`src/sv/sfs_pkg.sv`:
```
// ============================================================================
// sfs_pkg: shared types and constants of the sprite frame sequencer
// Register widths, register indexes and command codes used by the top level
// and its checker.
// ============================================================================
package sfs_pkg;

   // Fixed field widths of the configuration registers and result fields
   localparam int COLS_W      = 9;
   localparam int TOTAL_W     = 13;
   localparam int PERIOD_W    = 24;
   localparam int CELL_W      = 12;
   localparam int LEFT_W      = 20;
   localparam int TOP_W       = 24;
   localparam int OPCODE_W    = 2;

   // Configuration port
   localparam int CSR_INDEX_W = 3;
   localparam int CSR_DATA_W  = 24;

   localparam logic [CSR_INDEX_W-1:0] CSR_SHEET_COLUMNS = 3'd0;
   localparam logic [CSR_INDEX_W-1:0] CSR_FRAME_TOTAL   = 3'd1;
   localparam logic [CSR_INDEX_W-1:0] CSR_FRAME_PERIOD  = 3'd2;
   localparam logic [CSR_INDEX_W-1:0] CSR_FRAME_WIDTH   = 3'd3;
   localparam logic [CSR_INDEX_W-1:0] CSR_FRAME_HEIGHT  = 3'd4;
   localparam logic [CSR_INDEX_W-1:0] CSR_LOOP_ENABLE   = 3'd5;

   // Command codes
   typedef enum logic [OPCODE_W-1:0] {
      OP_TICK  = 2'd0,
      OP_PLAY  = 2'd1,
      OP_STOP  = 2'd2,
      OP_RESET = 2'd3
   } sfs_opcode_type;

endpackage

```
`src/sv/sfs_divider.sv`:
```
// ============================================================================
// sfs_divider: bit-serial restoring divider
// Shifts the dividend in one bit per cycle and builds quotient and remainder
// in place; results hold until the next start.
// The divisor must be nonzero.
// ============================================================================
module sfs_divider #(
   parameter int DD_W = 25,
   parameter int DV_W = 24
) (
   input  logic            clock,
   input  logic            reset,
   input  logic            start,
   input  logic [DD_W-1:0] dividend,
   input  logic [DV_W-1:0] divisor,
   output logic            done,
   output logic [DD_W-1:0] quotient,
   output logic [DV_W-1:0] remainder
);

   localparam int CNT_W = $clog2(DD_W + 1);

   logic            busy_ff, busy_in;
   logic            done_ff, done_in;
   logic [CNT_W-1:0] count_ff, count_in;
   logic [DD_W-1:0] work_ff, work_in;
   logic [DV_W-1:0] rem_ff, rem_in;
   logic [DV_W-1:0] divisor_ff, divisor_in;
   logic [DV_W:0]   trial;
   logic            fits;

   // One restoring step: shift next dividend bit into the partial remainder
   assign trial = {rem_ff, work_ff[DD_W-1]};
   assign fits  = trial >= {1'b0, divisor_ff};

   always_comb begin
      busy_in    = busy_ff;
      done_in    = 1'b0;
      count_in   = count_ff;
      work_in    = work_ff;
      rem_in     = rem_ff;
      divisor_in = divisor_ff;
      if (start) begin
         busy_in    = 1'b1;
         count_in   = CNT_W'(DD_W);
         work_in    = dividend;
         rem_in     = '0;
         divisor_in = divisor;
      end else if (busy_ff) begin
         work_in  = {work_ff[DD_W-2:0], fits};
         rem_in   = fits ? DV_W'(trial - {1'b0, divisor_ff}) : trial[DV_W-1:0];
         count_in = count_ff - CNT_W'(1);
         if (count_ff == CNT_W'(1)) begin
            busy_in = 1'b0;
            done_in = 1'b1;
         end
      end
   end

   always_ff @(posedge clock) begin
      if (reset) begin
         busy_ff  <= 1'b0;
         done_ff  <= 1'b0;
         count_ff <= '0;
      end else begin
         busy_ff  <= busy_in;
         done_ff  <= done_in;
         count_ff <= count_in;
      end
      work_ff    <= work_in;
      rem_ff     <= rem_in;
      divisor_ff <= divisor_in;
   end

   assign done      = done_ff;
   assign quotient  = work_ff;
   assign remainder = rem_ff;

endmodule

```
`src/sv/sfs_multiplier.sv`:
```
// ============================================================================
// sfs_multiplier: bit-serial shift-and-add multiplier
// Consumes one multiplier bit per cycle, LSB first, and keeps the low P_W
// bits of the product; result holds until next start.
// ============================================================================
module sfs_multiplier #(
   parameter int A_W = 9,
   parameter int B_W = 12,
   parameter int P_W = 20
) (
   input  logic           clock,
   input  logic           reset,
   input  logic           start,
   input  logic [A_W-1:0] mcand,
   input  logic [B_W-1:0] mplier,
   output logic           done,
   output logic [P_W-1:0] product
);

   localparam int CNT_W = $clog2(B_W + 1);

   logic             busy_ff, busy_in;
   logic             done_ff, done_in;
   logic [CNT_W-1:0] count_ff, count_in;
   logic [P_W-1:0]   acc_ff, acc_in;
   logic [P_W-1:0]   mcand_ff, mcand_in;
   logic [B_W-1:0]   mplier_ff, mplier_in;

   always_comb begin
      busy_in   = busy_ff;
      done_in   = 1'b0;
      count_in  = count_ff;
      acc_in    = acc_ff;
      mcand_in  = mcand_ff;
      mplier_in = mplier_ff;
      if (start) begin
         busy_in   = 1'b1;
         count_in  = CNT_W'(B_W);
         acc_in    = '0;
         mcand_in  = P_W'(mcand);
         mplier_in = mplier;
      end else if (busy_ff) begin
         // add the shifted multiplicand when the current bit is set
         if (mplier_ff[0]) acc_in = acc_ff + mcand_ff;
         mcand_in  = {mcand_ff[P_W-2:0], 1'b0};
         mplier_in = mplier_ff >> 1;
         count_in  = count_ff - CNT_W'(1);
         if (count_ff == CNT_W'(1)) begin
            busy_in = 1'b0;
            done_in = 1'b1;
         end
      end
   end

   always_ff @(posedge clock) begin
      if (reset) begin
         busy_ff  <= 1'b0;
         done_ff  <= 1'b0;
         count_ff <= '0;
      end else begin
         busy_ff  <= busy_in;
         done_ff  <= done_in;
         count_ff <= count_in;
      end
      acc_ff    <= acc_in;
      mcand_ff  <= mcand_in;
      mplier_ff <= mplier_in;
   end

   assign done    = done_ff;
   assign product = acc_ff;

endmodule

```
`src/sv/sprite_frame_sequencer_top.sv`:
```
// ============================================================================
// sprite_frame_sequencer_top: sprite-sheet frame animator
// Each request beat is one command (tick, play, stop, reset) and yields one
// response beat with the current frame, its cell origin in the sheet, the
// running flag and a frame-changed flag. Commands are handled one at a time.
// A play, stop, reset or idle tick runs only the column division and the
// multipliers; a running tick with a nonzero delta adds the time division
// first, and when it advances with looping on also the wrap division. One
// shared bit-serial divider is used in turn for elapsed time over the frame
// period, the wrap modulo over the frame total and the frame index over the
// column count, followed by two bit-serial multipliers for the cell origin.
// The response sits in an output register, so the next command is taken
// while it waits.
// ============================================================================
module sprite_frame_sequencer_top #(
   parameter int TIME_BITS  = 24,
   parameter int FRAME_BITS = 12
) (
   input  logic                                   clock,
   input  logic                                   reset,
   // request: [1:0] opcode, [TIME_BITS+1:2] delta_ticks
   input  logic                                   req_tvalid,
   output logic                                   req_tready,
   input  logic [((TIME_BITS+9)/8)*8-1:0]         req_tdata,
   // response: frame_index, rect_left (20), rect_top (24), playing,
   // frame_changed, from the lowest bit up
   output logic                                   rsp_tvalid,
   input  logic                                   rsp_tready,
   output logic [((FRAME_BITS+53)/8)*8-1:0]       rsp_tdata,
   // configuration writes
   input  logic                                   csr_we,
   input  logic [sfs_pkg::CSR_INDEX_W-1:0]        csr_index,
   input  logic [sfs_pkg::CSR_DATA_W-1:0]         csr_wdata
);

   localparam int RSP_W  = ((FRAME_BITS + 53) / 8) * 8;
   localparam int EW     = TIME_BITS + 1;
   localparam int DD_W   = (EW > FRAME_BITS) ? EW : FRAME_BITS;
   localparam int DV_W   = sfs_pkg::PERIOD_W;
   localparam int CMP_W  = ((FRAME_BITS > sfs_pkg::TOTAL_W) ? FRAME_BITS
                                                            : sfs_pkg::TOTAL_W) + 1;
   localparam int WIDE_W = (DD_W > CMP_W) ? DD_W : CMP_W;

   typedef enum logic [2:0] {
      ST_IDLE,
      ST_TIME_DIV,
      ST_WRAP_DIV,
      ST_COL_DIV,
      ST_MULT,
      ST_EMIT
   } state_type;

   // ------------------------------------------------------------------------
   // Configuration registers
   // ------------------------------------------------------------------------
   logic [sfs_pkg::COLS_W-1:0]   cols_ff, cols_in;
   logic [sfs_pkg::TOTAL_W-1:0]  total_ff, total_in;
   logic [sfs_pkg::PERIOD_W-1:0] period_ff, period_in;
   logic [sfs_pkg::CELL_W-1:0]   width_ff, width_in;
   logic [sfs_pkg::CELL_W-1:0]   height_ff, height_in;
   logic                         loop_ff, loop_in;

   always_comb begin
      cols_in   = cols_ff;
      total_in  = total_ff;
      period_in = period_ff;
      width_in  = width_ff;
      height_in = height_ff;
      loop_in   = loop_ff;
      if (csr_we) begin
         unique case (csr_index)
            sfs_pkg::CSR_SHEET_COLUMNS: cols_in   = csr_wdata[sfs_pkg::COLS_W-1:0];
            sfs_pkg::CSR_FRAME_TOTAL:   total_in  = csr_wdata[sfs_pkg::TOTAL_W-1:0];
            sfs_pkg::CSR_FRAME_PERIOD:  period_in = csr_wdata[sfs_pkg::PERIOD_W-1:0];
            sfs_pkg::CSR_FRAME_WIDTH:   width_in  = csr_wdata[sfs_pkg::CELL_W-1:0];
            sfs_pkg::CSR_FRAME_HEIGHT:  height_in = csr_wdata[sfs_pkg::CELL_W-1:0];
            sfs_pkg::CSR_LOOP_ENABLE:   loop_in   = csr_wdata[0];
            default: ;
         endcase
      end
   end

   always_ff @(posedge clock) begin
      if (reset) begin
         cols_ff   <= sfs_pkg::COLS_W'(1);
         total_ff  <= sfs_pkg::TOTAL_W'(1);
         period_ff <= sfs_pkg::PERIOD_W'(1);
         width_ff  <= sfs_pkg::CELL_W'(1);
         height_ff <= sfs_pkg::CELL_W'(1);
         loop_ff   <= 1'b0;
      end else begin
         cols_ff   <= cols_in;
         total_ff  <= total_in;
         period_ff <= period_in;
         width_ff  <= width_in;
         height_ff <= height_in;
         loop_ff   <= loop_in;
      end
   end

   // Effective values: zero reads as one, total capped at 2^FRAME_BITS
   logic [sfs_pkg::COLS_W-1:0]   cols_eff;
   logic [sfs_pkg::PERIOD_W-1:0] period_eff;
   logic [CMP_W-1:0]             total_ext;
   logic [CMP_W-1:0]             frame_limit;
   logic [CMP_W-1:0]             total_lim;

   assign cols_eff    = (cols_ff == '0) ? sfs_pkg::COLS_W'(1) : cols_ff;
   assign period_eff  = (period_ff == '0) ? sfs_pkg::PERIOD_W'(1) : period_ff;
   assign total_ext   = (total_ff == '0) ? CMP_W'(1) : CMP_W'(total_ff);
   assign frame_limit = CMP_W'(1) << FRAME_BITS;
   assign total_lim   = (total_ext > frame_limit) ? frame_limit : total_ext;

   // ------------------------------------------------------------------------
   // Request fields
   // ------------------------------------------------------------------------
   sfs_pkg::sfs_opcode_type req_opcode;
   logic [TIME_BITS-1:0]    req_delta;

   assign req_opcode = sfs_pkg::sfs_opcode_type'(req_tdata[sfs_pkg::OPCODE_W-1:0]);
   assign req_delta  = req_tdata[TIME_BITS+sfs_pkg::OPCODE_W-1:sfs_pkg::OPCODE_W];

   // ------------------------------------------------------------------------
   // Shared divider and the two origin multipliers
   // ------------------------------------------------------------------------
   logic              div_start;
   logic [DD_W-1:0]   div_dividend;
   logic [DV_W-1:0]   div_divisor;
   logic              div_done;
   logic [DD_W-1:0]   div_quot;
   logic [DV_W-1:0]   div_rem;

   sfs_divider #(
      .DD_W (DD_W),
      .DV_W (DV_W)
   ) u_divider (
      .clock     (clock),
      .reset     (reset),
      .start     (div_start),
      .dividend  (div_dividend),
      .divisor   (div_divisor),
      .done      (div_done),
      .quotient  (div_quot),
      .remainder (div_rem)
   );

   logic                        mul_start;
   logic                        mul_left_done;
   logic                        mul_top_done;
   logic [sfs_pkg::LEFT_W-1:0]  left_prod;
   logic [sfs_pkg::TOP_W-1:0]   top_prod;

   // column within the row times cell width
   sfs_multiplier #(
      .A_W (sfs_pkg::COLS_W),
      .B_W (sfs_pkg::CELL_W),
      .P_W (sfs_pkg::LEFT_W)
   ) u_mul_left (
      .clock   (clock),
      .reset   (reset),
      .start   (mul_start),
      .mcand   (div_rem[sfs_pkg::COLS_W-1:0]),
      .mplier  (width_ff),
      .done    (mul_left_done),
      .product (left_prod)
   );

   // row number times cell height
   sfs_multiplier #(
      .A_W (FRAME_BITS),
      .B_W (sfs_pkg::CELL_W),
      .P_W (sfs_pkg::TOP_W)
   ) u_mul_top (
      .clock   (clock),
      .reset   (reset),
      .start   (mul_start),
      .mcand   (div_quot[FRAME_BITS-1:0]),
      .mplier  (height_ff),
      .done    (mul_top_done),
      .product (top_prod)
   );

   // ------------------------------------------------------------------------
   // Sequencer state
   // ------------------------------------------------------------------------
   state_type                  state_ff, state_in;
   logic [FRAME_BITS-1:0]      frame_ff, frame_in;
   logic [EW-1:0]              elapsed_ff, elapsed_in;
   logic                       running_ff, running_in;
   logic [FRAME_BITS-1:0]      prior_frame_ff, prior_frame_in;
   logic                       wrap_mode_ff, wrap_mode_in;
   logic                       rsp_valid_ff, rsp_valid_in;
   logic [FRAME_BITS-1:0]      out_frame_ff, out_frame_in;
   logic [sfs_pkg::LEFT_W-1:0] out_left_ff, out_left_in;
   logic [sfs_pkg::TOP_W-1:0]  out_top_ff, out_top_in;
   logic                       out_playing_ff, out_playing_in;
   logic                       out_changed_ff, out_changed_in;
   logic                       col_go;

   // Frame arithmetic around the divider results
   logic [EW-1:0]         elapsed_sum;
   logic [WIDE_W-1:0]     steps_w;
   logic [WIDE_W-1:0]     frame_w;
   logic [WIDE_W-1:0]     total_w;
   logic [WIDE_W-1:0]     advance_sum;
   logic                  advance_fits;
   logic                  past_end;
   logic [CMP_W-1:0]      last_frame;
   logic [CMP_W-1:0]      wrap_rem;
   logic [CMP_W-1:0]      wrap_sum;
   logic [CMP_W-1:0]      wrap_fold;

   assign elapsed_sum  = elapsed_ff + EW'(req_delta);
   assign steps_w      = WIDE_W'(div_quot);
   assign frame_w      = WIDE_W'(frame_ff);
   assign total_w      = WIDE_W'(total_lim);
   assign advance_sum  = frame_w + steps_w;
   assign past_end     = frame_w >= total_w;
   assign advance_fits = !past_end && (steps_w <= total_w - frame_w - WIDE_W'(1));
   assign last_frame   = total_lim - CMP_W'(1);
   assign wrap_rem     = CMP_W'(div_rem);
   assign wrap_sum     = CMP_W'(frame_ff) + wrap_rem;
   assign wrap_fold    = (wrap_sum >= total_lim) ? wrap_sum - total_lim : wrap_sum;

   assign req_tready = (state_ff == ST_IDLE);

   always_comb begin
      state_in       = state_ff;
      frame_in       = frame_ff;
      elapsed_in     = elapsed_ff;
      running_in     = running_ff;
      prior_frame_in = prior_frame_ff;
      wrap_mode_in   = wrap_mode_ff;
      rsp_valid_in   = rsp_valid_ff && !rsp_tready;
      out_frame_in   = out_frame_ff;
      out_left_in    = out_left_ff;
      out_top_in     = out_top_ff;
      out_playing_in = out_playing_ff;
      out_changed_in = out_changed_ff;
      div_start      = 1'b0;
      div_dividend   = '0;
      div_divisor    = '0;
      mul_start      = 1'b0;
      col_go         = 1'b0;

      unique case (state_ff)
         // take a command; a running tick with a nonzero delta goes to the time division
         ST_IDLE: begin
            if (req_tvalid) begin
               prior_frame_in = frame_ff;
               col_go         = 1'b1;
               unique case (req_opcode)
                  sfs_pkg::OP_TICK: begin
                     if (running_ff && req_delta != '0) begin
                        elapsed_in   = elapsed_sum;
                        div_start    = 1'b1;
                        div_dividend = DD_W'(elapsed_sum);
                        div_divisor  = period_eff;
                        col_go       = 1'b0;
                        state_in     = ST_TIME_DIV;
                     end
                  end
                  sfs_pkg::OP_PLAY: running_in = 1'b1;
                  sfs_pkg::OP_STOP: running_in = 1'b0;
                  sfs_pkg::OP_RESET: begin
                     frame_in   = '0;
                     elapsed_in = '0;
                     running_in = 1'b0;
                  end
               endcase
            end
         end

         // steps and leftover time are ready
         ST_TIME_DIV: begin
            if (div_done) begin
               if (div_quot == '0) begin
                  col_go = 1'b1;
               end else if (loop_ff) begin
                  elapsed_in   = EW'(div_rem);
                  wrap_mode_in = past_end;
                  div_start    = 1'b1;
                  div_dividend = past_end ? div_quot - DD_W'(1) : div_quot;
                  div_divisor  = DV_W'(total_lim);
                  state_in     = ST_WRAP_DIV;
               end else begin
                  if (advance_fits) begin
                     frame_in   = advance_sum[FRAME_BITS-1:0];
                     elapsed_in = EW'(div_rem);
                  end else begin
                     // clamp to the last frame and stop
                     frame_in   = last_frame[FRAME_BITS-1:0];
                     elapsed_in = '0;
                     running_in = 1'b0;
                  end
                  col_go = 1'b1;
               end
            end
         end

         // looping wrap: steps modulo total folded onto the frame, from 0 past the end
         ST_WRAP_DIV: begin
            if (div_done) begin
               frame_in = wrap_mode_ff ? wrap_rem[FRAME_BITS-1:0]
                                       : wrap_fold[FRAME_BITS-1:0];
               col_go   = 1'b1;
            end
         end

         // frame split into row and column; start both origin products
         ST_COL_DIV: begin
            if (div_done) begin
               mul_start = 1'b1;
               state_in  = ST_MULT;
            end
         end

         ST_MULT: begin
            if (mul_left_done && mul_top_done) state_in = ST_EMIT;
         end

         // load the response register once it is free
         ST_EMIT: begin
            if (!rsp_valid_ff || rsp_tready) begin
               rsp_valid_in   = 1'b1;
               out_frame_in   = frame_ff;
               out_left_in    = left_prod;
               out_top_in     = top_prod;
               out_playing_in = running_ff;
               out_changed_in = frame_ff != prior_frame_ff;
               state_in       = ST_IDLE;
            end
         end

         default: state_in = ST_IDLE;
      endcase

      // column division on the final frame of this command
      if (col_go) begin
         div_start    = 1'b1;
         div_dividend = DD_W'(frame_in);
         div_divisor  = DV_W'(cols_eff);
         state_in     = ST_COL_DIV;
      end
   end

   always_ff @(posedge clock) begin
      if (reset) begin
         state_ff     <= ST_IDLE;
         frame_ff     <= '0;
         elapsed_ff   <= '0;
         running_ff   <= 1'b0;
         rsp_valid_ff <= 1'b0;
      end else begin
         state_ff     <= state_in;
         frame_ff     <= frame_in;
         elapsed_ff   <= elapsed_in;
         running_ff   <= running_in;
         rsp_valid_ff <= rsp_valid_in;
      end
      prior_frame_ff <= prior_frame_in;
      wrap_mode_ff   <= wrap_mode_in;
      out_frame_ff   <= out_frame_in;
      out_left_ff    <= out_left_in;
      out_top_ff     <= out_top_in;
      out_playing_ff <= out_playing_in;
      out_changed_ff <= out_changed_in;
   end

   // ------------------------------------------------------------------------
   // Response beat
   // ------------------------------------------------------------------------
   assign rsp_tvalid = rsp_valid_ff;
   assign rsp_tdata  = RSP_W'({out_changed_ff, out_playing_ff, out_top_ff,
                               out_left_ff, out_frame_ff});

endmodule

```
`config.mk`:
```
export PLATFORM = sky130hd
export DESIGN_NAME = sprite_frame_sequencer_top
export DESIGN_NICKNAME = d
export VERILOG_FILES = /design/src/sv/sfs_pkg.sv /design/src/sv/sfs_divider.sv /design/src/sv/sfs_multiplier.sv /design/src/sv/sprite_frame_sequencer_top.sv
export SDC_FILE = /design/constraint.sdc
export NUM_CORES = 1
export LEC_CHECK = 0
export BUFFER_PORTS_ARGS = -buffer_cell sky130_fd_sc_hd__buf_2
export CAP_MARGIN = 20
export CORE_MARGIN = 2
export CORE_UTILIZATION = 31
export CTS_CLUSTER_SIZE = 30
export DETAILED_ROUTE_END_ITERATION = 10
export HOLD_SLACK_MARGIN = 0.15
export SYNTH_ARGS = -nofsm -noshare
export SYNTH_HDL_FRONTEND = slang
export SYNTH_HIERARCHICAL = 1
export SYNTH_SLANG_ARGS = --single-unit
```
`constraint.sdc`:
```
create_clock -name clock -period 15 [get_ports clock]
set_clock_uncertainty 0.05 [all_clocks]
set_input_delay 0.75 -clock clock [delete_from_list [all_inputs] [get_ports clock]]
set_output_delay 0.75 -clock clock [all_outputs]
set_load 0.1 [all_outputs]
```
==> results by group <==
Run status
  • Status: finished, final reports clean

Drt
  • Number of remaining DRC errors: 0
  • Initial DRC count: ~1600
  • Vias per cell: about 5.3
  • Routed vias: 20200
  • Drt wl/cell: 18.8 um
  • Routed Antenna Nets: 0
  • Detailed Routing Iterations Pass 1: 5
  • Drt total wl: 71600 um

Floorplan
  • Core Box Area: slightly below 0.08 sq mm
  • Ports: 130
  • Rows: 102
  • Die area: 0.0807 sq mm
  • Die X-Extent: roughly 280 um
  • Die Y-Extent: 284 um
  • Initial Utilization: 0.313

Synthesis
  • Post-synthesis compound-gate area fraction: 0.200
  • Synthesized instance count: 2662
  • Yosys Warn Count: 6
  • Mean post-synth cell area: 9.14 sq um
  • Ys flop type: dfxtp_1
  • Mux cell area share after synthesis: 0.0552
  • Mapped Area: 0.0243 sq mm
  • Largest family of logic cells by synthesized area: compound AO/OA/AOI/OAI gates
  • Simple-gate area share of the yosys netlist: 0.170
  • Count of flip-flops with a built-in enable after synthesis: 165
  • Synth Area in Adders: 0.0951
  • Register area share after synthesis: 0.387
  • Yosys reg bits: 388
  • Unique masters post-synth: ~100
  • Post-synth ARST share: 0
  • Xor and xnor fraction of the mapped netlist area: 0.0544

Clock tree
  • Worst-path clk slew: about 60 ps
  • CTS Hold Bufs: 0
  • CTS buffer count: 43
  • PostCTS Resize Cnt: 0
  • Clk root buf: clkbuf_16
  • CTS H-tree lvls: 2
  • Post-CTS Setup Inserts: 0
  • Max Buffers Root-to-Sink: 3
  • Clock Sink Count: 388
  • Worst-Skew Late Latency: 590 ps
  • TritonCTS clock tree: done

Final layout
  • Fin cells: 3814
  • Filler cell count: 8013
  • Most common cell after layout, fill and taps aside: nand2_1
  • Area Growth Syn to Fin: 12.6%
  • Commonest cells after routing, fill and taps aside: nand2_1, a21oi_1, dfxtp_1, nor2_1, ha_1
  • Share of layout cells above drive strength 1: 0.131
  • Nets@finish: 2982

Critical path
  • Setup crit end kind: flop
  • CP Data Required Time: 15280 ps
  • R2r setup slk: 6350 ps
  • CP max stage delay: 720 ps
  • Critical path's slowest cell: a21oi_1
  • Most used cell, CP: o21ai_0
  • Top cell family by delay on the critical path: compound AO/OA/AOI/OAI gates
  • WS Path Type: reg -> reg
  • Crit start category: flop
  • Buf/Inv on CP: 1
  • WP data arrival: approximately 8900 ps
  • CP max FO: 12

Global routing
  • GRT overflow: 0
  • Number of global-route vias before repair: 18800
  • Largest net degree at the start of global routing: between 70 and 80
  • GRT Resource Usage Total: 0.171
  • First-pass GRT wire length: 110000 um
  • Initial antenna violation count: 2

Power and ir drop
  • Comb power frac: 0.328
  • Pwr dens: 132 mW/mm^2
  • Sw frac: 0.359
  • Psw: 1.29 mW
  • Int Pwr: 2.31 mW
  • Max IR drop VDD: 89.9 uV
  • Clk pwr share: 0.309
  • Flop pwr share: 0.364
  • Leakage: approximately 11 nW

Worst hold path
  • Hold Path Class: in -> reg

STA
  • Achievable clock frequency: 0.116 GHz
  • RSZ-0062 raised after global routing: false
  • Slew Limit Fails: 0
  • Final setup TNS: 0 ps
  • Worst Max-Slew Pin Slew: ~1100 ps
  • Minimum clock period: 8650 ps
  • Slew Limit Headroom: 0.262
  • Final Cycle Share: 0.577
  • Final setup fails: 0
  • Fin. Hold Viols: 0

Place
  • Cell count after placement: 3730
  • Detailed placement HPWL: 52100 um
  • Port bufs: 117
  • Final Wtd Congestion: between 0.9 and 1

Job
  • Max-cap viol count: 0
## power groups by stage
stage          registers [mW]  logic, mW  clock network [mW]
2_1_floorplan            1.26      0.917                   0
3_3_place_gp             1.33       1.15                   0
3_5_place_dp             1.33       1.16                   0
4_1_cts                  1.31       1.16                1.14
5_1_grt                  1.32       1.30                1.18
6_report                 1.31       1.18                1.11
## cells by family (layout without fill, tap and decap cells)
| logic type | count (synthesis) | after routing |
|---|---|---|
| and+or+nand+nor | 884 | 884 |
| AOI/OAI and AO/OA | 716 | 716 |
| DFF | 388 | 388 |
| buffers and inverters | 218 | 324 |
| adders and majority gates | 180 | 180 |
| xor gates and xnor gates | 151 | 151 |
| muxes | 124 | 124 |
| other | 1 | 7 |
## worst register-to-register path, cell delays in order (launching register included)
cell       delay, ps
dfxtp_1          370
or3_1            470
or3_1            460
nor2_1           130
o21ai_0           80
buf_4            220
ha_1             220
fa_1             430
nor2b_1          180
o21bai_1         120
a21boi_0         210
o21ai_0          170
a2111oi_0        440
a211oi_1         130
and2_1           190
and3b_1          180
a21oi_1          720
ha_1             400
a21o_1           160
a21o_1           170
a21oi_1          210
o211ai_1         120
o21ai_0          710
nand2_1          620
mux2i_1          260
a221oi_1         510
o221ai_1         170
mux2_2           290
## Yosys cell counts, types with 12 or more instances
cell type / count / share of area
inv_1: 98 / 0.015
o22ai_1: 12 / 0.0031
a31oi_1: 26 / 0.0067
a22o_1: 12 / 0.0043
a211oi_1: 28 / 0.0086
or3_1: 28 / 0.0072
a21oi_1: 232 / 0.048
ha_1: 172 / 0.088
nand2_1: 339 / 0.052
a221o_1: 17 / 0.0070
nor2b_1: 19 / 0.0049
xnor2_1: 95 / 0.034
a221oi_1: 22 / 0.0079
nor3_1: 77 / 0.016
nand3_1: 44 / 0.0091
clkbuf_1: 86 / 0.013
mux2_2: 74 / 0.034
o21ai_0: 104 / 0.021
a21o_1: 44 / 0.014
dfxtp_1: 223 / 0.18
xor2_1: 56 / 0.020
nand4_1: 27 / 0.0069
edfxtp_1: 165 / 0.20
mux2i_1: 48 / 0.020
nor2_1: 201 / 0.031
nor4_1: 28 / 0.0072
o21bai_1: 13 / 0.0040
nand2b_1: 16 / 0.0041
and2_1: 35 / 0.0090
o21a_1: 27 / 0.0083
o211ai_1: 25 / 0.0077
## stage by stage
step	area, sq um	hold slack [ps]	total power [mW]	setup WS, ps	util
after floorplan	24300	367	2.17	7880	-
after global placement	25900	388	2.48	6480	0.334
after detailed placement	25900	395	2.49	6300	0.334
after CTS	27400	329	3.61	6330	0.353
after global routing	27400	354	3.80	5460	0.353
final	27400	351	3.60	6350	0.353
## registers in the layout, summed over array words and instances (netlist names), 4 cells and up
| signal | cells |
|---|---|
| cols_ff | 9 |
| elapsed_ff | 25 |
| frame_ff | 12 |
| height_ff | 12 |
| out_frame_ff | 12 |
| out_left_ff | 20 |
| out_top_ff | 24 |
| period_ff | 24 |
| prior_frame_ff | 12 |
| total_ff | 13 |
| u_divider/count_ff | 5 |
| u_divider/divisor_ff | 24 |
| u_divider/quotient | 25 |
| u_divider/remainder | 24 |
| u_mul_left/count_ff | 4 |
| u_mul_left/mcand_ff | 20 |
| u_mul_left/mplier_ff | 12 |
| u_mul_left/product | 20 |
| u_mul_top/count_ff | 4 |
| u_mul_top/mcand_ff | 24 |
| u_mul_top/mplier_ff | 12 |
| u_mul_top/product | 24 |
| width_ff | 12 |
## area by class of cell
cell class / instances / area [sq um] / area share
multi-input cells: 2061 / 14000 / 0.512
flip-flops and latches: 388 / 9420 / 0.344
well taps: 1040 / 1300 / 0.0475
clock buffers: 56 / 1150 / 0.0421
repair buffers: 145 / 813 / 0.0297
inverters: 99 / 372 / 0.0136
clock inverters: 24 / 315 / 0.0115
diodes: 1 / 2.50 / 0.0000913
## path summary, 6_finish.rpt
| kind | start | end | cells past startpoint |
|---|---|---|---|
| worst min register to register | height_ff[11] | height_ff[11] | 2 |
| worst min-delay path | csr_wdata[17] | period_ff[17] | 3 |
| worst max-delay path | total_ff[5] | u_divider/quotient[6] | 27 |
| worst max register to register | total_ff[5] | u_divider/quotient[6] | 27 |
## per-layer routing
| metal | track usage | routed length (um) |
|---|---|---|
| met5 | 0 | 0 |
| met4 | 0.0528 | 1900 |
| met2 | 0.291 | 34100 |
| met1 | 0.226 | 31700 |
| met3 | 0.0206 | 3920 |
(Power assumes the default switching activity.)
